File: src/rtl/imsv_pkg.sv
// Shared types and constants for the int8 scaled matrix-vector core.
// Used by imsv_front, imsv_row_fifo, imsv_scaler and int8_scaled_matvec_core.
package imsv_pkg;

   localparam int MAX_COLUMNS = 4096;
   localparam int STORE_AW    = $clog2(MAX_COLUMNS);

   localparam int INDEX_W   = 12;
   localparam int VALUE_W   = 32;
   localparam int WEIGHT_W  = 8;
   localparam int FP16_W    = 16;
   localparam int ROW_LEN_W = 13;
   localparam int PROD_W    = VALUE_W + WEIGHT_W;
   localparam int ACC_W     = 52;

   localparam int ROW_FIFO_DEPTH = 4;
   localparam int FIFO_PTR_W     = $clog2(ROW_FIFO_DEPTH);
   localparam int FIFO_CNT_W     = $clog2(ROW_FIFO_DEPTH + 1);

   localparam int FRAC_W = 10;
   localparam int EXP_W  = 5;
   localparam int MANT_W = FRAC_W + 1;
   localparam int MAG_W  = ACC_W + MANT_W;
   localparam int ALIGN_W = MAG_W + 2;

   localparam logic [EXP_W-1:0] EXP_SPECIAL     = 5'd31;
   localparam logic [EXP_W-1:0] EXP_ZERO        = 5'd0;
   localparam logic [EXP_W-1:0] EXP_UNITY_SHIFT = 5'd25;
   localparam logic [EXP_W-1:0] SUBNORMAL_SHIFT = 5'd24;

   // Division by 127 folds seven-bit digits, since 128 is 127 plus one; seven
   // folds bring any 38-bit dividend to a residue of at most 127.
   localparam logic [7:0] SCALE_DIVISOR  = 8'd127;
   localparam int         FOLD_W         = 7;
   localparam int         DIV_W          = 38;
   localparam int         DIV_ITERATIONS = 7;
   localparam int         DIV_CNT_W      = $clog2(DIV_ITERATIONS);

   // Smallest aligned value whose quotient by 127 exceeds 2^31.
   localparam logic [ALIGN_W-1:0] SAT_LIMIT = 65'd272730423423;

   localparam logic [VALUE_W-1:0] Q_POS_CLAMP = 32'h7FFF_FFFF;
   localparam logic [VALUE_W-1:0] Q_NEG_CLAMP = 32'h8000_0000;

   typedef struct packed {
      logic signed [ACC_W-1:0] row_sum;
      logic [FP16_W-1:0]       scale;
      logic                    last;
   } row_end_type;

   typedef struct packed {
      logic [FIFO_CNT_W-1:0] count;
      logic                  empty;
   } fifo_status_type;

   typedef enum logic [2:0] {
      SC_IDLE,
      SC_MUL,
      SC_ALIGN,
      SC_CHECK,
      SC_DIV,
      SC_FINISH,
      SC_EMIT
   } scaler_state_type;

endpackage

File: src/rtl/imsv_scaler.sv
// Back end: scales each finished row sum by its FP16 scale and 1/127,
// rounds, saturates and holds the result for the consumer. Depends on imsv_pkg.
module imsv_scaler
   import imsv_pkg::*;
(
   input  logic                      clock,
   input  logic                      reset,
   input  fifo_status_type           fifo_status,
   input  row_end_type               fifo_head,
   output logic                      fifo_pop,
   input  logic                      pop,
   output logic                      empty,
   output logic signed [VALUE_W-1:0] rsp_row_value,
   output logic                      rsp_saturated,
   output logic                      rsp_last_row
);

   scaler_state_type state_ff, state_in;

   logic                 neg_ff, last_ff, ovf_ff;
   logic [ACC_W-1:0]     smag_ff;
   logic [EXP_W-1:0]     exp_ff;
   logic [FRAC_W-1:0]    frac_ff;
   logic [MAG_W-1:0]     mag_ff;
   logic [ALIGN_W-1:0]   v_ff;
   logic [DIV_W-1:0]     div_ff, div_in;
   logic [DIV_W-1:0]     rem_ff, rem_in;
   logic [DIV_CNT_W-1:0] div_cnt_ff;
   logic [VALUE_W-1:0]   res_value_ff;
   logic                 res_sat_ff;

   logic               out_valid_ff;
   logic [VALUE_W-1:0] out_value_ff;
   logic               out_sat_ff, out_last_ff;

   logic [MANT_W-1:0]  mant;
   logic               shift_up;
   logic [EXP_W-1:0]   amt;
   logic               direct;
   logic [VALUE_W-1:0] clamp_value;
   logic               out_load;
   logic [DIV_W-1:0]   fold_hi;
   logic [FOLD_W-1:0]  fold_lo;

   assign mant = (exp_ff == EXP_ZERO) ? {1'b0, frac_ff} : {1'b1, frac_ff};
   assign shift_up = exp_ff > EXP_UNITY_SHIFT;

   always_comb begin
      if (shift_up) begin
         amt = exp_ff - EXP_UNITY_SHIFT;
      end else if (exp_ff == EXP_ZERO) begin
         amt = SUBNORMAL_SHIFT;
      end else begin
         amt = EXP_UNITY_SHIFT - exp_ff;
      end
   end

   assign clamp_value = neg_ff ? Q_NEG_CLAMP : Q_POS_CLAMP;
   assign direct = (exp_ff == EXP_SPECIAL) || ovf_ff || (v_ff >= SAT_LIMIT);

   assign fold_hi = rem_ff >> FOLD_W;
   assign fold_lo = rem_ff[FOLD_W-1:0];

   always_comb begin
      if ((fold_hi == '0) && (fold_lo == FOLD_W'(SCALE_DIVISOR))) begin
         div_in = div_ff + DIV_W'(1);
         rem_in = '0;
      end else begin
         div_in = div_ff + fold_hi;
         rem_in = fold_hi + DIV_W'(fold_lo);
      end
   end

   always_ff @(posedge clock) begin
      if (reset) begin
         state_ff <= SC_IDLE;
      end else begin
         state_ff <= state_in;
      end
   end

   always_comb begin
      state_in = state_ff;
      fifo_pop = 1'b0;
      out_load = 1'b0;
      case (state_ff)
         SC_IDLE: begin
            if (!fifo_status.empty) begin
               fifo_pop = 1'b1;
               state_in = SC_MUL;
            end
         end
         SC_MUL:   state_in = SC_ALIGN;
         SC_ALIGN: state_in = SC_CHECK;
         SC_CHECK: state_in = direct ? SC_EMIT : SC_DIV;
         SC_DIV: begin
            if (div_cnt_ff == DIV_CNT_W'(DIV_ITERATIONS - 1)) begin
               state_in = SC_FINISH;
            end
         end
         SC_FINISH: state_in = SC_EMIT;
         SC_EMIT: begin
            if (!out_valid_ff || pop) begin
               out_load = 1'b1;
               state_in = SC_IDLE;
            end
         end
         default: state_in = SC_IDLE;
      endcase
   end

   always_ff @(posedge clock) begin
      case (state_ff)
         SC_IDLE: begin
            neg_ff  <= fifo_head.scale[FP16_W-1] ^ fifo_head.row_sum[ACC_W-1];
            smag_ff <= fifo_head.row_sum[ACC_W-1] ? $unsigned(-fifo_head.row_sum)
                                                  : $unsigned(fifo_head.row_sum);
            exp_ff  <= fifo_head.scale[FRAC_W +: EXP_W];
            frac_ff <= fifo_head.scale[FRAC_W-1:0];
            last_ff <= fifo_head.last;
         end
         SC_MUL: begin
            mag_ff <= MAG_W'(smag_ff) * MAG_W'(mant);
         end
         SC_ALIGN: begin
            if (shift_up) begin
               ovf_ff <= (mag_ff[MAG_W-1:40] != '0);
               v_ff   <= (ALIGN_W'(mag_ff) << amt) + ALIGN_W'(SCALE_DIVISOR >> 1);
            end else begin
               ovf_ff <= 1'b0;
               v_ff   <= ({1'b0, mag_ff, 1'b0} + (ALIGN_W'(SCALE_DIVISOR) << amt))
                         >> ({1'b0, amt} + 6'd1);
            end
         end
         SC_CHECK: begin
            div_ff     <= '0;
            rem_ff     <= v_ff[DIV_W-1:0];
            div_cnt_ff <= '0;
            res_sat_ff <= 1'b1;
            if ((exp_ff == EXP_SPECIAL) && ((frac_ff != '0) || (smag_ff == '0))) begin
               res_value_ff <= '0;
            end else begin
               res_value_ff <= clamp_value;
            end
         end
         SC_DIV: begin
            div_ff     <= div_in;
            rem_ff     <= rem_in;
            div_cnt_ff <= div_cnt_ff + DIV_CNT_W'(1);
         end
         SC_FINISH: begin
            if (neg_ff) begin
               res_value_ff <= VALUE_W'(0) - div_ff[VALUE_W-1:0];
               res_sat_ff   <= 1'b0;
            end else if (div_ff > DIV_W'(Q_POS_CLAMP)) begin
               res_value_ff <= Q_POS_CLAMP;
               res_sat_ff   <= 1'b1;
            end else begin
               res_value_ff <= div_ff[VALUE_W-1:0];
               res_sat_ff   <= 1'b0;
            end
         end
         default: begin
         end
      endcase
   end

   always_ff @(posedge clock) begin
      if (reset) begin
         out_valid_ff <= 1'b0;
      end else if (out_load) begin
         out_valid_ff <= 1'b1;
      end else if (pop) begin
         out_valid_ff <= 1'b0;
      end
   end

   always_ff @(posedge clock) begin
      if (out_load) begin
         out_value_ff <= res_value_ff;
         out_sat_ff   <= res_sat_ff;
         out_last_ff  <= last_ff;
      end
   end

   assign empty         = !out_valid_ff;
   assign rsp_row_value = $signed(out_value_ff);
   assign rsp_saturated = out_sat_ff;
   assign rsp_last_row  = out_last_ff;

   a_div_bound : assert property (@(posedge clock) disable iff (reset)
      (state_ff == SC_DIV) |-> (div_cnt_ff < DIV_CNT_W'(DIV_ITERATIONS)))
      else $error("divider ran past its last iteration");

endmodule

File: config.mk
export PLATFORM = sky130hd
export DESIGN_NAME = imsv_scaler
export DESIGN_NICKNAME = d
export VERILOG_FILES = /design/src/rtl/imsv_pkg.sv /design/src/rtl/imsv_scaler.sv
export SDC_FILE = /design/constraint.sdc
export NUM_CORES = 2
export LEC_CHECK = 0
export ABC_AREA = 1
export BUFFER_PORTS_ARGS = -buffer_cell sky130_fd_sc_hd__buf_2
export CORE_UTILIZATION = 30
export CTS_CLUSTER_DIAMETER = 150
export DETAILED_ROUTE_END_ITERATION = 8
export PLACE_DENSITY_LB_ADDON = 0.25
export REMOVE_ABC_BUFFERS = 1
export SLEW_MARGIN = 20
export SYNTH_ARGS = -nofsm -noshare
export SYNTH_HDL_FRONTEND = slang
export SYNTH_SLANG_ARGS = --single-unit
File: constraint.sdc
create_clock -name clock -period 6.3 [get_ports clock]
set_input_delay 0.63 -clock clock [delete_from_list [all_inputs] [get_ports clock]]
set_output_delay 0.63 -clock clock [all_outputs]
set_load 0.01 [all_outputs]
Yosys cells after proc, flatten, opt, wreduce, memory -nomap -nowiden. Index checks and enable logic that the tools add are counted.

Latch bits: 0. Register bits: 348. Input bits: 76. Word-level logic and storage cells: 96. Output and inout port bits: 36. ROM bits: 0. Memories kept: 0. Bits in writable memories: 0.

Divide/modulo/power cells: 0. Shift operators: 3. Multiplexer cells: 29. Magnitude comparators: 3. Reductions and logical operators: 17. $mul: 1. $add $sub $neg: 11. Bitwise operators: 1. Equality and inequality tests: 12.

Operators with widths (number): $mux 32 (5); $pmux 38 s2 (2); $add 64x65->65 (1); $add 65x6->65 const B (1); $ge 65x38->1 const B (1); $mux 65 (1); $shl 63x5->65 (1); $shl 7x5->65 const A (1); $shr 65x6->65 (1); $pmux 32 s2 (1); $mul 52x11->63 (1); $logic_not 52->1 (1); $neg 52->52 (1); $mux 51 (1); $add 38x1->38 const B (1); $add 38x31->38 (1); $gt 38x31->1 const B (1); $logic_not 38->1 (1); $mux 38 (1); $add 31x7->32 (1); $sub 1x32->32 const A (1); $reduce_bool 23->1 (1); $pmux 3 s7 (1); $eq 3x3->1 const B (4); 26 further kinds (45).

Logic depth before layout (Yosys ltp).
Word-level depth: 7. Depth in mapped cells: 42. Depth with buffers taken out: 35.

Least setup slack after synthesis. No wires, ideal clock.

Kind: register to register. From: reg exp_ff[0]. To: reg mag_ff[59] (data pin). Buffers on the path: 7. Arrival: 6682 ps. Setup slack: -644 ps. Setup time: 262 ps. Cell stages (with the launch flop): 34. Required time: 6038 ps. Period minus slack after synthesis: 6944 ps. Cells stage by stage: edfxtp_1 -> inv_1 -> buf_4 -> buf_2 -> buf_1 -> ha_1 -> inv_1 -> nor2_1 -> nand2_1 -> buf_4 -> buf_6 -> buf_2 -> buf_1 -> nand2_1 -> fa_1 -> fa_1 -> fa_1 -> fa_1 -> fa_1 -> inv_1 -> ha_1 -> a21o_1 -> inv_1 -> o21ai_0 -> nand2_1 -> nand2_1 -> a31oi_1 -> inv_1 -> a21oi_1 -> o21ai_0 -> nand2_1 -> o211ai_1 -> a21oi_1 -> xor2_1.

Cells in the longest elaborated chain, start to end: 3.

Ends and longest elaborated chain: start, declared (RTL line imsv_scaler.sv:22) `logic [EXP_W-1:0] exp_ff;`; start signal, assigned (RTL line imsv_scaler.sv:118) `exp_ff <= fifo_head.scale[FRAC_W +: EXP_W];`; $logic_not 5->1 (RTL line imsv_scaler.sv:45) `assign mant = (exp_ff == EXP_ZERO) ? {1'b0, frac_ff} : {1'b1, frac_ff};`; $mux 11 (RTL line imsv_scaler.sv:45); $mul 52x11->63 (RTL line imsv_scaler.sv:123) `mag_ff <= MAG_W'(smag_ff) * MAG_W'(mant);`; end signal, assigned (RTL line imsv_scaler.sv:123); end, declared (RTL line imsv_scaler.sv:24) `logic [MAG_W-1:0] mag_ff;`.

No other way between the ends. A chain may end at the register's enable or synchronous reset.

Worst setup path in the final report.
From: reg exp_ff[1]. To: reg mag_ff[62] (data pin).

The elaborated chain is that of the path after synthesis.

==> flow_metrics.tcl <==
set metrics [dict create \
    status "completed" \
    place_congestion 0.992 \
    cts_buffer_depth 3 \
    criticalPathCategory "flip-flop to flip-flop" \
    cts_sinks 348 \
    slew_violations 0 \
    grt_pass1_wl_mm 298 \
    worstSetupStartpointType "flip-flop" \
    drc 0 \
    synth_edf_count 344 \
    fp.dieW_um 414 \
    antenna_found_initial 3 \
    num_vias 50900 \
    worst-path-stages 25 \
    cts_max_level 2 \
    tritoncts "built" \
    tightest_slew_ns 0.983 \
    synth-async-reset-ratio 0 \
    end_kind "flip-flop" \
    initial_core_util 0.304 \
    io_pins 112 \
    max_freq_mhz 164 \
    clk_pin_slew_worst_paths_ns 0.06 \
    rsz0062_at_grt "true" \
    cts-buffers-inserted 46 \
    crit_buf_inv 7 \
    min_path_type "input pin to flip-flop" \
    rr_startpoint "exp_ff[1]" \
    rows 150 \
    synthDistinctLibCells 64 \
    grt_pass1_vias 51400 \
    fp.dieH_um 414 \
    clockRootBuffer "clkbuf_16" \
    slowest_stage "fa_1" \
    finalSetupViolCount 0 \
    ys.flop_type "edfxtp_1" \
    nets 8567 \
    cp-endpoint "mag_ff[62]" \
    grt_max_degree 126 \
    final_antenna_net_count 0 \
    syn_to_final_growth_pct 17.0 \
    hold_ws_ns 0.170 \
    period_share 0.967 \
    r2r_end "mag_ff[62]" \
    synth_area_sq_um 50900 \
    min_period_ns 6.09 \
    avgSynthCellArea_sq_um 6.77 \
    reg2reg_depth 25 \
    detail_route.wirelength_mm 195 \
    reg2reg_slack_ns 0.21 \
    final_layout_size_suffix_gt1_frac 0.128 \
    ys_warn_count 0 \
    crit_required_ns 6.69 \
    critPathTopFamily "adder cells" \
    dp_hpwl_mm 160 \
    grt_usage 0.223 \
    clk_latency_ns 0.65 \
    skew_ns 0.0307 \
    relSlewSlack 0.343 \
    diodes 0 \
    ys_ff_latch 348 \
    via_per_inst 5.04 \
    core_area_sq_um 168000 \
    maxCapViolCount 0 \
    final-hold-violation-count 0 \
    wire_per_inst_um 19.3 \
    slowest_delay_ns 0.55 \
    path_max_fanout 13 \
    dr.pass1.iters 6 \
    critPathLaunch "exp_ff[1]" \
    overflow 0 \
    arrival_ns 6.48 \
    synthCells 7525 \
    cp_common_cell "fa_1" \
    yosysSeqAreaShare 0.204 \
    drt-initial-drc-count 4281 \
    io_buffers 108 \
    dieArea_sq_um 171000 \
    cts_hold_buffers 0 \
]
==> per-stage QoR <==
stage                util  setup TNS (ns)  instances  setup slack, ns  cell area [sq um]
CTS                 0.349               0      10100         0.000210              58600
global route        0.355          -0.221      10100          -0.0620              59600
detailed placement  0.338           -2.03       9983           -0.259              56700
finish              0.355               0      10100            0.208              59600
floorplan               -         -267.62       7175            -3.01              49400
global placement    0.338           -2.13       9983           -0.270              56700
==> worst min path at each step <==
| stage | start | cells after the start | endpoint |
|---|---|---|---|
| after global placement | res_value_ff[10] | 0 | rsp_row_value[10] |
| after CTS | fifo_head[5] | 1 | frac_ff[4] |
| after global routing | fifo_head[0] | 1 | last_ff |
| after floorplan | last_ff | 0 | rsp_last_row |
| after detailed placement | res_value_ff[18] | 0 | rsp_row_value[18] |
| final | fifo_head[14] | 1 | exp_ff[3] |
==> what timing repair did <==
item	4_1_cts	5_1_grt
buffers inserted	2	22
pin swaps	34	116
gates cloned	1	0
resized for setup	62	176
endpoints found under the setup margin	21	33
==> synthesized netlist by cell type, types with 5 or more instances <==
| cell | number | share of area |
|---|---|---|
| o21a_1 | 23 | 0.0034 |
| nor3_1 | 85 | 0.0084 |
| xor2_1 | 102 | 0.018 |
| clkinv_1 | 7 | 0.00052 |
| o211ai_1 | 15 | 0.0022 |
| a21boi_0 | 10 | 0.0015 |
| inv_2 | 17 | 0.0013 |
| nand4_1 | 85 | 0.010 |
| o31ai_1 | 16 | 0.0024 |
| xnor2_1 | 62 | 0.011 |
| edfxtp_1 | 344 | 0.20 |
| o221ai_1 | 6 | 0.0010 |
| fa_1 | 452 | 0.18 |
| nor2_4 | 6 | 0.0013 |
| buf_2 | 64 | 0.0063 |
| and3_1 | 5 | 0.00061 |
| or2_2 | 19 | 0.0023 |
| nand3b_1 | 16 | 0.0024 |
| o21bai_1 | 7 | 0.0010 |
| nand2_2 | 20 | 0.0025 |
| buf_1 | 53 | 0.0039 |
| a31oi_1 | 38 | 0.0047 |
| buf_6 | 14 | 0.0031 |
| nor2_2 | 34 | 0.0042 |
| nand2_1 | 2176 | 0.16 |
| o21ai_1 | 8 | 0.00079 |
| nand3_1 | 1072 | 0.11 |
| a21oi_1 | 270 | 0.027 |
| o2111ai_1 | 5 | 0.00086 |
| clkbuf_1 | 208 | 0.015 |
| nor2_1 | 574 | 0.042 |
| buf_4 | 11 | 0.0016 |
| inv_1 | 1152 | 0.085 |
| o21ai_0 | 235 | 0.023 |
| nor4_1 | 48 | 0.0059 |
| ha_1 | 187 | 0.046 |
| a21o_1 | 8 | 0.0012 |
| o22ai_1 | 5 | 0.00061 |
| nand3_2 | 16 | 0.0031 |
==> placed cells by master, fill, tap and decap left out, types with 28 or more instances in the layout <==
| master | synthesis | layout |
|---|---|---|
| nand2_2 | 20 | 43 |
| buf_4 | 11 | 493 |
| ha_4 | 0 | 29 |
| a31oi_1 | 38 | 28 |
| nand2_1 | 2176 | 2144 |
| inv_2 | 17 | 30 |
| a21oi_1 | 270 | 242 |
| inv_1 | 1152 | 1138 |
| nor3_1 | 85 | 83 |
| fa_1 | 452 | 439 |
| edfxtp_1 | 344 | 344 |
| buf_2 | 64 | 108 |
| nor2_1 | 574 | 545 |
| nand3_1 | 1072 | 1061 |
| o21ai_0 | 235 | 226 |
| clkbuf_16 | 0 | 47 |
| ha_1 | 187 | 158 |
| xor2_1 | 102 | 101 |
| nand4_1 | 85 | 85 |
| xnor2_1 | 62 | 62 |
| nor2_2 | 34 | 49 |
| nor4_1 | 48 | 44 |
==> sequential cells by signal, indices dropped and copies added, names as in the netlist, 3 cells and up <==
register / cells
div_cnt_ff: 3
div_ff: 38
exp_ff: 5
frac_ff: 10
mag_ff: 63
rem_ff: 38
res_value_ff: 32
rsp_row_value: 32
smag_ff: 52
state_ff: 3
v_ff: 65
==> cell type report <==
class | instances | area [sq um]
well taps | 2204 | 2760
clock buffers | 52 | 1190
fillers | 18300 | 108000
inverters | 1177 | 4420
clock inverters | 33 | 305
multi-input cells | 5650 | 35800
flip-flops and latches | 348 | 10400
repair buffers | 629 | 4740
==> logic make-up after synthesis <==
kind of cell | after synthesis | synth area share
muxes | 3 | 0.000590
adders and majority gates | 639 | 0.224
DFF | 348 | 0.204
AOI/OAI and AO/OA | 671 | 0.0735
and+or+nand+nor | 4173 | 0.353
buffers and inverters | 1527 | 0.117
xor gates and xnor gates | 164 | 0.0282
==> metal layers <==
layer	wire length (um)	GRT usage	share of wire
met3	9320	0.0200	0.048
met1	78600	0.268	0.40
met4	10000	0.101	0.052
met5	20	0	0.00010
met2	97000	0.402	0.50
==> worst reg2reg max path, stage by stage (launching register included) <==
cell and delay (ns):
edfxtp_1 0.37, inv_1 0.12, ha_4 0.16, nand2_4 0.05, nor2_4 0.12, buf_12 0.12, buf_16 0.15, buf_8 0.18
nor2_1 0.10, fa_1 0.54, inv_1 0.06, fa_1 0.51, fa_1 0.52, fa_1 0.53, fa_1 0.55, inv_1 0.04
ha_1 0.33, a21oi_1 0.16, inv_1 0.10, a31oi_4 0.19, o21ai_0 0.11, a31oi_1 0.27, nand3_4 0.17, nand3_4 0.11
o2111ai_4 0.11, xor2_1 0.17
Power is left out: the tool's default activity adds up to more than one toggle a clock period on the data nets, which glitch-free logic cannot reach.
