`config.mk`:
```
export PLATFORM = sky130hd
export DESIGN_NAME = imsv_row_fifo
export DESIGN_NICKNAME = d
export VERILOG_FILES = /design/src/rtl/imsv_pkg.sv /design/src/rtl/imsv_row_fifo.sv
export SDC_FILE = /design/constraint.sdc
export NUM_CORES = 1
export LEC_CHECK = 0
export ABC_AREA = 1
export ABC_CLOCK_PERIOD_IN_PS = 2740
export BUFFER_PORTS_ARGS = -buffer_cell sky130_fd_sc_hd__buf_2
export CAP_MARGIN = 20
export CORE_AREA = 2 2 235 190
export CTS_BUF_LIST = sky130_fd_sc_hd__clkbuf_4 sky130_fd_sc_hd__clkbuf_8
export CTS_CLUSTER_SIZE = 10
export DETAILED_ROUTE_END_ITERATION = 16
export DIE_AREA = 0 0 237 192
export PLACE_DENSITY_LB_ADDON = 0.3
export SYNTH_ARGS = -nofsm -noshare
export SYNTH_HDL_FRONTEND = slang
export SYNTH_SLANG_ARGS = --single-unit
```
`constraint.sdc`:
```
create_clock -name clock -period 2.74 [get_ports clock]
set_input_delay 0 -clock clock [delete_from_list [all_inputs] [get_ports clock]]
set_output_delay 0 -clock clock [all_outputs]
set_load 0.05 [all_outputs]
```
`src/rtl/imsv_pkg.sv`:
```
// Shared types and constants for the int8 scaled matrix-vector core.
// Used by imsv_front, imsv_row_fifo, imsv_scaler and int8_scaled_matvec_core.
package imsv_pkg;

   localparam int MAX_COLUMNS = 4096;
   localparam int STORE_AW    = $clog2(MAX_COLUMNS);

   localparam int INDEX_W   = 12;
   localparam int VALUE_W   = 32;
   localparam int WEIGHT_W  = 8;
   localparam int FP16_W    = 16;
   localparam int ROW_LEN_W = 13;
   localparam int PROD_W    = VALUE_W + WEIGHT_W;
   localparam int ACC_W     = 52;

   localparam int ROW_FIFO_DEPTH = 4;
   localparam int FIFO_PTR_W     = $clog2(ROW_FIFO_DEPTH);
   localparam int FIFO_CNT_W     = $clog2(ROW_FIFO_DEPTH + 1);

   localparam int FRAC_W = 10;
   localparam int EXP_W  = 5;
   localparam int MANT_W = FRAC_W + 1;
   localparam int MAG_W  = ACC_W + MANT_W;
   localparam int ALIGN_W = MAG_W + 2;

   localparam logic [EXP_W-1:0] EXP_SPECIAL     = 5'd31;
   localparam logic [EXP_W-1:0] EXP_ZERO        = 5'd0;
   localparam logic [EXP_W-1:0] EXP_UNITY_SHIFT = 5'd25;
   localparam logic [EXP_W-1:0] SUBNORMAL_SHIFT = 5'd24;

   // Division by 127 folds seven-bit digits, since 128 is 127 plus one; seven
   // folds bring any 38-bit dividend to a residue of at most 127.
   localparam logic [7:0] SCALE_DIVISOR  = 8'd127;
   localparam int         FOLD_W         = 7;
   localparam int         DIV_W          = 38;
   localparam int         DIV_ITERATIONS = 7;
   localparam int         DIV_CNT_W      = $clog2(DIV_ITERATIONS);

   // Smallest aligned value whose quotient by 127 exceeds 2^31.
   localparam logic [ALIGN_W-1:0] SAT_LIMIT = 65'd272730423423;

   localparam logic [VALUE_W-1:0] Q_POS_CLAMP = 32'h7FFF_FFFF;
   localparam logic [VALUE_W-1:0] Q_NEG_CLAMP = 32'h8000_0000;

   typedef struct packed {
      logic signed [ACC_W-1:0] row_sum;
      logic [FP16_W-1:0]       scale;
      logic                    last;
   } row_end_type;

   typedef struct packed {
      logic [FIFO_CNT_W-1:0] count;
      logic                  empty;
   } fifo_status_type;

   typedef enum logic [2:0] {
      SC_IDLE,
      SC_MUL,
      SC_ALIGN,
      SC_CHECK,
      SC_DIV,
      SC_FINISH,
      SC_EMIT
   } scaler_state_type;

endpackage

```
`src/rtl/imsv_row_fifo.sv`:
```
// Short queue of finished row sums between the front end and the scaler.
// Depends on imsv_pkg.
module imsv_row_fifo
   import imsv_pkg::*;
(
   input  logic            clock,
   input  logic            reset,
   input  logic            push_i,
   input  row_end_type     entry_i,
   input  logic            pop_i,
   output row_end_type     head_o,
   output fifo_status_type status_o
);

   row_end_type entry_ff [ROW_FIFO_DEPTH];

   logic [FIFO_PTR_W-1:0] wr_ptr_ff, rd_ptr_ff;
   logic [FIFO_CNT_W-1:0] count_ff;

   assign head_o         = entry_ff[rd_ptr_ff];
   assign status_o.count = count_ff;
   assign status_o.empty = (count_ff == '0);

   always_ff @(posedge clock) begin
      if (push_i) begin
         entry_ff[wr_ptr_ff] <= entry_i;
      end
   end

   always_ff @(posedge clock) begin
      if (reset) begin
         wr_ptr_ff <= '0;
         rd_ptr_ff <= '0;
         count_ff  <= '0;
      end else begin
         if (push_i) begin
            wr_ptr_ff <= wr_ptr_ff + FIFO_PTR_W'(1);
         end
         if (pop_i) begin
            rd_ptr_ff <= rd_ptr_ff + FIFO_PTR_W'(1);
         end
         case ({push_i, pop_i})
            2'b10:   count_ff <= count_ff + FIFO_CNT_W'(1);
            2'b01:   count_ff <= count_ff - FIFO_CNT_W'(1);
            default: count_ff <= count_ff;
         endcase
      end
   end

   a_no_overflow : assert property (@(posedge clock) disable iff (reset)
      push_i |-> (count_ff < FIFO_CNT_W'(ROW_FIFO_DEPTH)))
      else $error("row queue written while full");

   a_no_underflow : assert property (@(posedge clock) disable iff (reset)
      pop_i |-> (count_ff != '0))
      else $error("row queue read while empty");

endmodule

```
* Word-level counts from Yosys, hierarchy flattened
Memories as Yosys holds them, arrays and structs flattened. A register that Yosys moved wholly into a read port is not among the register bits.
Index checks and enable logic that the tools add are counted.
** Word-level totals
- Bits in writable memories :: 276
- Bits of input ports :: 73
- Output and inout port bits :: 73
- Flip-flop bits (word level) :: 7
- Memories kept :: 1
- Logic and storage cells :: 17
** Memory list
- entry_ff :: depth 4, width 69, rd ports 1, clocked after Yosys merged registers in 1, write ports 1, RTL line imsv_row_fifo.sv:15 : row_end_type entry_ff [ROW_FIFO_DEPTH];
** Operators by class
- Eq/ne operators :: 2
- Mux-type cells :: 5
- $add $sub $neg :: 4
- Reductions and logical operators :: 2
** Operators by type and width (count)
- 3-bit case mux with 2 select lines :: 1
- 2-bit by 1-bit adder with 2-bit output, second input constant :: 2
- 2-bit 2-to-1 mux :: 2
- 3-bit by 1-bit adder with 3-bit output, second input constant :: 1
- 3-bit logical NOT :: 1
- 3-bit by 1-bit subtractor with 3-bit output, second input constant :: 1
- 2-bit by 1-bit == test with 1-bit output, second input constant :: 1
- 2-bit == test, second input constant :: 1
- 1-bit 2-to-1 mux :: 2
- 2-bit nonzero test :: 1

* Logic depth before layout (Yosys ltp)
Gate-level depths: netlist of run 1.
- Word-level depth :: 3
- Depth in mapped cells :: 10
- Depth with buffers taken out :: 10

* Worst setup path before layout of run 1
No wires, ideal clock.
- Kind :: reg2reg
- Start :: register wr_ptr_ff[0]
- End :: memory entry_ff[2][0] (netlist bit), enable pin
- Path buffers :: 0
- Period minus slack after synthesis :: 2.351 ns
- Required time :: 2.317 ns
- Arrival :: 1.928 ns
- Path slack :: 0.389 ns
- Stages on the path, launching flop included :: 5
- Setup time :: 0.423 ns
- Cell sequence :: dfxtp_1 -> inv_1 -> ha_1 -> nand2_1 -> inv_1
** RTL lines
- start: declaration :: RTL line imsv_row_fifo.sv:17 : logic [FIFO_PTR_W-1:0] wr_ptr_ff, rd_ptr_ff;
- start signal: assignment :: RTL line imsv_row_fifo.sv:37 : wr_ptr_ff <= wr_ptr_ff + FIFO_PTR_W'(1);
- end: declaration :: RTL line imsv_row_fifo.sv:15
Straight into the memory's write port.

==> impl_metrics.env, run 1 <==
export IMPL_drive_gt1_frac=0.238
export IMPL_rsz0062_at_grt="false"
export IMPL_grt_pass1_wl_um=39800
export IMPL_critPathMaxFanout=43
export IMPL_cts_tree="yes"
export IMPL_reg2reg_setup_slack_ns=1.04
export IMPL_maxCapViolCount=0
export IMPL_wl_um=26100
export IMPL_area_delta_synth_final_pct=27.6
export IMPL_drv_slew=0
export IMPL_num_vias=6657
export IMPL_leakage_nw=4.77
export IMPL_crit_type="reg2out"
export IMPL_worstMarginPinSlew_ns=0.725
export IMPL_seq_area_frac_synth=0.793
export IMPL_arrival_ns=2.42
export IMPL_cts_root_buf="clkbuf_8"
export IMPL_via_per_inst=4.28
export IMPL_start_kind="flop"
export IMPL_track_usage=0.115
export IMPL_cts_buffers=48
export IMPL_synth_cell_types=22
export IMPL_async_flop_share=0
export IMPL_ant_nets=0
export IMPL_p_per_area_nw_per_um2=745
export IMPL_h_tree_depth=2
export IMPL_synth_edf_count=276
export IMPL_final_util=0.317
export IMPL_synth_nets=803
export IMPL_yosys_top_cells_count="276 x edfxtp_1, 141 x nor2_1, 92 x o21ai_0"
export IMPL_finalNetCount=1042
export IMPL_reg2reg_from="wr_ptr_ff[0]$_SDFFE_PP0P_"
export IMPL_yosysWarnings=0
export IMPL_hold_ws_ns=0.156
export IMPL_antenna_found_initial=1
export IMPL_syn_area_sq_um=10700
export IMPL_num_fill_cells=4229
export IMPL_yosysMostFrequentCell="edfxtp_1"
export IMPL_fin_crit_sh=0.883
export IMPL_clk_latency_ns=0.59
export IMPL_worstHoldPathType="in2reg"
export IMPL_end_kind="output pin"
export IMPL_rows=68
export IMPL_ir_worst_vdd_uv=408
export IMPL_max_freq_mhz=413
export IMPL_place_congestion=0.685
export IMPL_fin_tns_setup_ns=0
export IMPL_start_util=0.248
export IMPL_r2r_cells=5
export IMPL_status="complete, no violations"
export IMPL_seq_area_sq_um=8470
export IMPL_drtIter0Drc=422
export IMPL_die_w_um=237
export IMPL_fp_coreArea_sq_um=43000
export IMPL_hold_violations=0
export IMPL_grt_pass1_vias=6732
export IMPL_die_height_um=192
export IMPL_cts_sinks=285
export IMPL_synth_largest_area_cell="edfxtp_1"
export IMPL_pin_count=146
export IMPL_synth_flop_cell="edfxtp_1"
export IMPL_ys_ff_latch=285
export IMPL_setup_viol=0
export IMPL_fin_skew_ns=0.0145
export IMPL_endpoint="head_o[23]"
export IMPL_dpl_cell_area_sq_um=12000
export IMPL_required_ns=2.74
export IMPL_portBuffers=145
export IMPL_cts_clk_slew_worst_paths_ns=0.06
export IMPL_post_drt_wl_per_cell_um=16.8
export IMPL_hpwl_um=14500
export IMPL_netlist_area_leader_share=0.776
export IMPL_grt_max_degree=139
export IMPL_dieArea_sq_um=45500
export IMPL_clockBufferDepth=3
export IMPL_stdcell_area_sq_um=13600
export IMPL_postCtsSetupRepairBufs=0
export IMPL_syn_avg_cell_area_sq_um=14.7
export IMPL_min_period_ns=2.42
export IMPL_multi_input_area_sq_um=1840
export IMPL_route_detailed_drc=0
export IMPL_r2r_end="entry_ff[0][28]$_DFFE_PP_"
export IMPL_slew_headroom=0.517
export IMPL_synth_area_top_cells="edfxtp_1 78%, nor2_1 5.0%, o21ai_0 4.3%, o22ai_1 4.0%, o21ai_1 2.4%"
export IMPL_syn_instance_count=724
export IMPL_grt_ovfl_total=0
export IMPL_drtPass1Iterations=4
## repair_timing
item,CTS,global route
setup endpoints to repair,0,3
hold buffers,73,0
gates resized for setup,0,1
hold endpoints to repair,285,0
## final cells by class
type | instances | share of cell area
inverter | 18 | 0.00560
clock inverter | 21 | 0.0105
sequential | 285 | 0.622
tap | 560 | 0.0514
timing repair buffer | 233 | 0.119
clock buffer | 61 | 0.0566
antenna | 2 | 0.000367
multi-input combinational | 377 | 0.135
## cells by family (layout without fill, tap and decap cells)
| kind of cell | count (synthesis) | after routing | synth area share |
|---|---|---|---|
| DFF | 285 | 285 | 0.793 |
| AOI/OAI and AO/OA | 218 | 218 | 0.110 |
| and+or+nand+nor | 153 | 153 | 0.0543 |
| buffers and inverters | 62 | 333 | 0.0346 |
| adders and majority gates | 6 | 6 | 0.00773 |
| other | 0 | 2 | 0 |
## metal layers
metal / track usage / vias up / part of all wire
met4: 0.0433 / 0 / 0.021
li1: - / 3209 / -
met2: 0.172 / 157 / 0.44
met3: 0.0289 / 41 / 0.052
met5: 0 / - / 0
met1: 0.162 / 3250 / 0.49
## stage by stage
step                      instances  total power [W]  worst slack (ns)
final                          1557           0.0101             0.320
after global routing           1556           0.0106            0.0721
after CTS                      1555           0.0103            0.0555
after detailed placement       1400          0.00649             0.748
after global placement         1400          0.00648             0.745
after floorplan                 724          0.00608             0.389
## worst max-delay path, cell delays in order (launching register included)
cell	delay, ns
dfxtp_4	0.36
inv_4	0.39
buf_12	0.30
nor2_1	0.06
o22ai_1	0.34
buf_2	0.34
## layout by cell type, fill, tap and decap left out, types with 12 or more instances in the layout
master	netlist	layout
dlygate4sd3_1	0	73
clkbuf_8	0	50
nor2_1	141	141
o21ai_1	52	52
inv_1	16	12
buf_2	8	145
edfxtp_1	276	276
o21ai_0	92	92
clkinv_1	0	13
o22ai_1	69	69
## where the power goes
part	total, W	switching, W	internal (W)
clock	0.00368	0.00167	0.00202
sequential	0.00503	0.0000446	0.00498
combinational	0.00144	0.00108	0.000358
## registers in the layout, summed over array words and instances (netlist names), named ones only
| register | cells |
|---|---|
| entry_ff | 276 |
| count_ff | 3 |
| wr_ptr_ff | 2 |
| rd_ptr_ff | 2 |
## how the worst min path moves through the flow
stage	startpoint	end	cells past startpoint
global route	entry_i[65]	entry_ff[3][65]$_DFFE_PP_	2
global placement	entry_i[33]	entry_ff[3][33]$_DFFE_PP_	1
floorplan	entry_i[0]	entry_ff[0][0]$_DFFE_PP_	0
finish	entry_i[49]	entry_ff[3][49]$_DFFE_PP_	2
CTS	entry_i[21]	entry_ff[2][21]$_DFFE_PP_	2
detailed placement	entry_i[67]	entry_ff[2][67]$_DFFE_PP_	1
Power figures use the tool's default switching activity.
==> run 2: changes to the inputs <==
--- a/config.mk
+++ b/config.mk
@@ -5,15 +5,14 @@
 export SDC_FILE = /design/constraint.sdc
 export NUM_CORES = 1
 export LEC_CHECK = 0
-export ABC_AREA = 1
 export ABC_CLOCK_PERIOD_IN_PS = 2740
 export BUFFER_PORTS_ARGS = -buffer_cell sky130_fd_sc_hd__buf_2
 export CAP_MARGIN = 20
-export CORE_AREA = 2 2 235 190
+export CORE_AREA = 2 2 231 188
 export CTS_BUF_LIST = sky130_fd_sc_hd__clkbuf_4 sky130_fd_sc_hd__clkbuf_8
 export CTS_CLUSTER_SIZE = 10
 export DETAILED_ROUTE_END_ITERATION = 16
-export DIE_AREA = 0 0 237 192
+export DIE_AREA = 0 0 233 190
 export PLACE_DENSITY_LB_ADDON = 0.3
 export SYNTH_ARGS = -nofsm -noshare
 export SYNTH_HDL_FRONTEND = slang
==> impl_metrics.env, run 2 <==
export IMPL_status="complete, no violations"
export IMPL_synthXorXnorAreaFrac=0.00421
export IMPL_r2r_end="count_ff[2]$_SDFFE_PP0P_"
export IMPL_drive_gt1_frac=0.444
export IMPL_syn_avg_cell_area_sq_um=25.5
export IMPL_maxCapViolCount=0
export IMPL_grt_max_degree=37
export IMPL_postCtsSetupRepairBufs=0
export IMPL_internal_power_w=0.00788
export IMPL_drv_slew=0
export IMPL_antenna_found_initial=1
export IMPL_switchingPower_w=0.00280
export IMPL_seq_area_frac_synth=0.815
export IMPL_top_regs="entry_ff x276, count_ff x3"
export IMPL_layout_common_cells="276 x edfxtp_1, 145 x buf_2, 73 x dlygate4sd3_1, 69 x mux4_2, 52 x clkbuf_8"
export IMPL_hpwl_um=13000
export IMPL_pin_count=146
export IMPL_grt_pass1_wl_um=34000
export IMPL_wl_um=22400
export IMPL_num_fill_cells=4042
export IMPL_crit_type="reg2out"
export IMPL_leakage_nw=4.63
export IMPL_min_period_ns=2.24
export IMPL_num_vias=5074
export IMPL_setup_viol=0
export IMPL_ant_nets=0
export IMPL_netlist_area_leader_share=0.797
export IMPL_max_freq_mhz=446
export IMPL_stdcell_area_sq_um=13700
export IMPL_yosysMostFrequentCell="edfxtp_1"
export IMPL_synth_largest_area_cell="edfxtp_1"
export IMPL_hold_path_depth=2
export IMPL_cts_buffers=48
export IMPL_hold_violations=0
export IMPL_endpoint="head_o[38]"
export IMPL_track_usage=0.104
export IMPL_ir_worst_vdd_uv=411
export IMPL_diodes=0
export IMPL_start_kind="flop"
export IMPL_multi_input_area_sq_um=1790
export IMPL_async_flop_share=0
export IMPL_start_util=0.246
export IMPL_worstHoldPathType="in2reg"
export IMPL_yosysWarnings=0
export IMPL_largest_reg_flops=276
export IMPL_slew_headroom=0.607
export IMPL_finalNetCount=750
export IMPL_switching_share=0.262
export IMPL_cts_clk_slew_worst_paths_ns=0.06
export IMPL_synthMuxAreaShare=0.150
export IMPL_synth_cell_types=21
export IMPL_synthAdderAreaFrac=0.00795
export IMPL_fin_crit_sh=0.818
export IMPL_dpl_cell_area_sq_um=11900
export IMPL_synth_flop_cell="edfxtp_1"
export IMPL_syn_instance_count=407
export IMPL_worstMarginPinSlew_ns=0.590
export IMPL_r2r_cells=6
export IMPL_required_ns=2.74
export IMPL_fin_skew_ns=0.0256
export IMPL_area_delta_synth_final_pct=31.4
export IMPL_synth_area_top_cells="edfxtp_1 80%, mux4_2 15%, dfxtp_1 1.7%, ha_1 0.60%, buf_12 0.39%"
export IMPL_route_detailed_drc=0
export IMPL_min_from="entry_i[17]"
export IMPL_synth_simple_area_share=0.00674
export IMPL_portBuffers=145
export IMPL_regMostFlops="entry_ff"
export IMPL_clockBufferDepth=3
export IMPL_place_congestion=0.649
export IMPL_drtPass1Iterations=4
export IMPL_drtIter0Drc=257
export IMPL_dieArea_sq_um=44300
export IMPL_synth_nets=486
export IMPL_rsz0062_at_grt="false"
export IMPL_fp_coreArea_sq_um=42300
export IMPL_power_share_clock=0.381
export IMPL_synth_edf_count=276
export IMPL_cts_root_buf="clkbuf_8"
export IMPL_ys_ff_latch=285
export IMPL_reg2reg_setup_slack_ns=0.67
export IMPL_cts_tree="yes"
export IMPL_clk_latency_ns=0.59
export IMPL_h_tree_depth=2
export IMPL_grt_pass1_vias=5649
export IMPL_seq_area_sq_um=8480
export IMPL_end_kind="output pin"
export IMPL_p_per_area_nw_per_um2=782
export IMPL_cts_sinks=285
export IMPL_die_height_um=190
export IMPL_fin_tns_setup_ns=0
export IMPL_reg2reg_from="count_ff[0]$_SDFFE_PP0P_"
export IMPL_arrival_ns=2.24
export IMPL_power_frac_comb=0.143
export IMPL_critPathMaxFanout=12
export IMPL_synth_compound_area_frac=0.00144
export IMPL_die_w_um=233
export IMPL_rows=68
export IMPL_post_drt_wl_per_cell_um=17.7
export IMPL_via_per_inst=4.00
export IMPL_synth_top_family_by_area="multiplexers"
export IMPL_syn_area_sq_um=10400
export IMPL_grt_ovfl_total=0
export IMPL_yosys_top_cells_count="276 x edfxtp_1, 69 x mux4_2, 9 x dfxtp_1"
export IMPL_mostFrequentLayoutCell="edfxtp_1"
export IMPL_seqPwrFrac=0.476
[run 2: cell count changes after synthesis, sizes merged, moves of 12 or more]
cell | previous run | this run
buf | 27 | 11
inv | 18 | 6
mux4 | 0 | 69
nor2 | 141 | 8
o21ai | 144 | 1
o22ai | 69 | 0
[run 2: cell type report]
type,count,area share
clock inverter,17,0.0135
multi-input combinational,99,0.131
timing repair buffer,231,0.120
clock buffer,70,0.0623
tap,560,0.0513
inverter,6,0.00165
sequential,285,0.620
[run 2: stage by stage]
stage | worst slack (ns) | hold slack (ns) | util | total power (W) | std cells
final | 0.498 | 0.156 | 0.323 | 0.0107 | 1268
after global routing | 0.308 | 0.108 | 0.323 | 0.0112 | 1268
after CTS | 0.322 | 0.0774 | 0.323 | 0.0109 | 1268
after detailed placement | 0.969 | 0.217 | 0.281 | 0.00665 | 1108
after global placement | 0.961 | 0.218 | 0.281 | 0.00664 | 1108
after floorplan | 0.146 | 0.0989 | - | 0.00623 | 407
[run 2: per-layer routing]
metal | track usage | part of all wire | up-vias
met1 | 0.133 | 0.45 | 2625
met4 | 0.0436 | 0.025 | 2
li1 | - | - | 2268
met3 | 0.0337 | 0.063 | 52
met5 | 0 | 0.00058 | -
met2 | 0.162 | 0.47 | 127
[run 2: power groups by stage]
| stage | Combinational [W] | Sequential (W) | Clock (W) |
|---|---|---|---|
| 6_report | 0.00153 | 0.00508 | 0.00406 |
| 5_1_grt | 0.00163 | 0.00510 | 0.00443 |
| 4_1_cts | 0.00157 | 0.00509 | 0.00424 |
| 3_5_place_dp | 0.00148 | 0.00518 | 0 |
| 3_3_place_gp | 0.00147 | 0.00517 | 0 |
| 2_1_floorplan | 0.00107 | 0.00516 | 0 |
[run 2: worst min path at each step]
stage | slack [ns] | to
after floorplan | 0.1 | entry_ff[0][0]$_DFFE_PP_
after global placement | 0.22 | entry_ff[0][42]$_DFFE_PP_
after detailed placement | 0.22 | entry_ff[1][30]$_DFFE_PP_
after CTS | 0.08 | entry_ff[1][17]$_DFFE_PP_
after global routing | 0.11 | entry_ff[0][1]$_DFFE_PP_
final | 0.16 | entry_ff[1][17]$_DFFE_PP_
[run 2: cell families (layout without fill, tap and decap cells)]
logic type / after synthesis / after routing
adder cells (fa/ha/maj): 6 / 6
multiplexers: 70 / 70
flip-flops: 285 / 285
AO/OA/AOI/OAI: 3 / 3
XOR/XNOR: 5 / 5
AND/OR/NAND/NOR: 15 / 15
buffers and inverters: 23 / 324
[run 2: critical path: stages (launching register included)]
cell and delay [ns]:
dfxtp_4 0.53, buf_4 0.34, mux4_2 0.54, buf_2 0.23
[run 2: repair_timing]
| action | CTS | global route |
|---|---|---|
| endpoints found under the setup margin | 0 | 0 |
| hold buffers | 73 | 0 |
| gates resized for setup | 0 | 0 |
| hold endpoints to repair | 299 | 0 |
==> run 3: changes to the inputs <==
--- a/config.mk
+++ b/config.mk
@@ -5,14 +5,15 @@
 export SDC_FILE = /design/constraint.sdc
 export NUM_CORES = 1
 export LEC_CHECK = 0
-export ABC_CLOCK_PERIOD_IN_PS = 2740
+export ABC_AREA = 1
+export ABC_CLOCK_PERIOD_IN_PS = 2250
 export BUFFER_PORTS_ARGS = -buffer_cell sky130_fd_sc_hd__buf_2
 export CAP_MARGIN = 20
-export CORE_AREA = 2 2 231 188
+export CORE_AREA = 2 2 235 190
 export CTS_BUF_LIST = sky130_fd_sc_hd__clkbuf_4 sky130_fd_sc_hd__clkbuf_8
 export CTS_CLUSTER_SIZE = 10
 export DETAILED_ROUTE_END_ITERATION = 16
-export DIE_AREA = 0 0 233 190
+export DIE_AREA = 0 0 237 192
 export PLACE_DENSITY_LB_ADDON = 0.3
 export SYNTH_ARGS = -nofsm -noshare
 export SYNTH_HDL_FRONTEND = slang
==> constraint.sdc (replaced) <==
create_clock -name clock -period 2.25 [get_ports clock]
set_input_delay 0 -clock clock [delete_from_list [all_inputs] [get_ports clock]]
set_output_delay 0 -clock clock [all_outputs]
set_load 0.05 [all_outputs]
==> impl_metrics.env, run 3 (synthesis gave the netlist of run 1 again) <==
export IMPL_status="complete, no violations"
export IMPL_area_delta_synth_final_pct=29.3
export IMPL_p_per_area_nw_per_um2=911
export IMPL_track_usage=0.111
export IMPL_max_freq_mhz=468
export IMPL_pin_count=146
export IMPL_leakage_nw=4.81
export IMPL_cts_sinks=285
export IMPL_diodes=0
export IMPL_clk_latency_ns=0.57
export IMPL_fin_tns_setup_ns=0
export IMPL_total_power_w=0.0126
export IMPL_die_height_um=192
export IMPL_route_detailed_drc=0
export IMPL_slew_headroom=0.682
export IMPL_drtIter0Drc=376
export IMPL_die_w_um=237
export IMPL_top_usage_layer="met2"
export IMPL_grt_pass1_wl_um=38600
export IMPL_cts_root_buf="clkbuf_8"
export IMPL_min_period_ns=2.14
export IMPL_drtPass1Iterations=6
export IMPL_use_met3=0.0293
export IMPL_grt_ovfl_total=0
export IMPL_cts_buffers=49
export IMPL_num_vias=6600
export IMPL_maxCapViolCount=0
export IMPL_crit_type="reg2out"
export IMPL_fp_coreArea_sq_um=43000
export IMPL_place_congestion=0.683
export IMPL_use_met1=0.145
export IMPL_mostFrequentLayoutCell="edfxtp_1"
export IMPL_drv_slew=0
export IMPL_layout_common_cells="276 x edfxtp_1, 141 x nor2_1, 138 x buf_2, 92 x o21ai_0, 74 x dlygate4sd3_1"
export IMPL_critPathMaxFanout=52
export IMPL_place_ws_ns=0.533
export IMPL_cts_clk_slew_worst_paths_ns=0.06
export IMPL_hold_violations=0
export IMPL_via_per_inst=4.23
export IMPL_start_kind="flop"
export IMPL_h_tree_depth=2
export IMPL_top_regs="entry_ff x276, count_ff x3"
export IMPL_cts_tree="yes"
export IMPL_clockBufferDepth=3
export IMPL_worstMarginPinSlew_ns=0.476
export IMPL_setup_ws_ns=0.114
export IMPL_worstHoldPathType="in2reg"
export IMPL_rsz0062_at_grt="true"
export IMPL_portBuffers=145
export IMPL_ant_nets=0
export IMPL_arrival_ns=2.14
export IMPL_antenna_found_initial=0
export IMPL_end_kind="output pin"
export IMPL_use_met2=0.181
export IMPL_grt_max_degree=70
export IMPL_dieArea_sq_um=45500
export IMPL_fin_skew_ns=0.0133
export IMPL_setup_viol=0
export IMPL_rows=68
export IMPL_finalNetCount=1043
export IMPL_grt_pass1_vias=6685
export IMPL_wl_um=25500
export IMPL_start_util=0.248
export IMPL_hpwl_um=13700
export IMPL_ir_worst_vdd_uv=542
export IMPL_regMostFlops="entry_ff"
export IMPL_fin_crit_sh=0.950
export IMPL_required_ns=2.25
export IMPL_drive_gt1_frac=0.247
export IMPL_post_drt_wl_per_cell_um=16.3
export IMPL_largest_reg_flops=276
## run 3: final timing paths
check	from	cells after the start	slack, ns	to
max	flop	5	0.11	head_o[1]
min reg2reg	rd_ptr_ff[1]$_SDFFE_PP0P_	1	0.46	flop
min	entry_i[37]	2	0.18	entry_ff[2][37]$_DFFE_PP_
max reg2reg	count_ff[1]$_SDFFE_PP0P_	4	0.50	count_ff[1]$_SDFFE_PP0P_
## run 3: per-layer routing
layer  vias to the layer above  wire length (um)
li1                       3212                 -
met1                      3199             11800
met2                       146             12000
met3                        43              1300
met4                         0               454
met5                         -                 0
## run 3: timing repair
item / in CTS / in global routing
gates resized for setup: 7 / 6
pin swaps: 0 / 0
setup endpoints to repair: 24 / 9
hold buffers: 74 / 0
hold endpoints to repair: 285 / 0
setup buffers: 0 / 0
## run 3: power by group
part | internal [W] | switching (W) | leakage (nW)
Sequential | 0.00606 | 0.0000545 | 2.61
Combinational | 0.000475 | 0.00131 | 1.69
Clock | 0.00260 | 0.00207 | 0.513
Total | 0.00913 | 0.00344 | 4.81
## run 3: layout make-up
cell class,count,area [sq um]
clock buffers,71,871
clock inverters,17,108
fillers,4258,29200
inverters,18,87.6
multi-input cells,377,1840
flip-flops and latches,285,8470
well taps,560,701
repair buffers,233,1720
## run 3: critical path: stages, from the launching register on
cell      delay (ns)
dfxtp_4         0.40
inv_6           0.21
buf_12          0.26
o21ai_0         0.12
o22ai_1         0.23
clkbuf_4        0.30
## run 3: per-stage QoR
| stage | instances | hold slack, ns | util | area (sq um) |
|---|---|---|---|---|
| after floorplan | 724 | 0.0989 | - | 10700 |
| after global placement | 1399 | 0.217 | 0.280 | 12000 |
| after detailed placement | 1399 | 0.218 | 0.280 | 12000 |
| after CTS | 1561 | 0.120 | 0.321 | 13800 |
| after global routing | 1561 | 0.141 | 0.321 | 13800 |
| final | 1561 | 0.184 | 0.321 | 13800 |
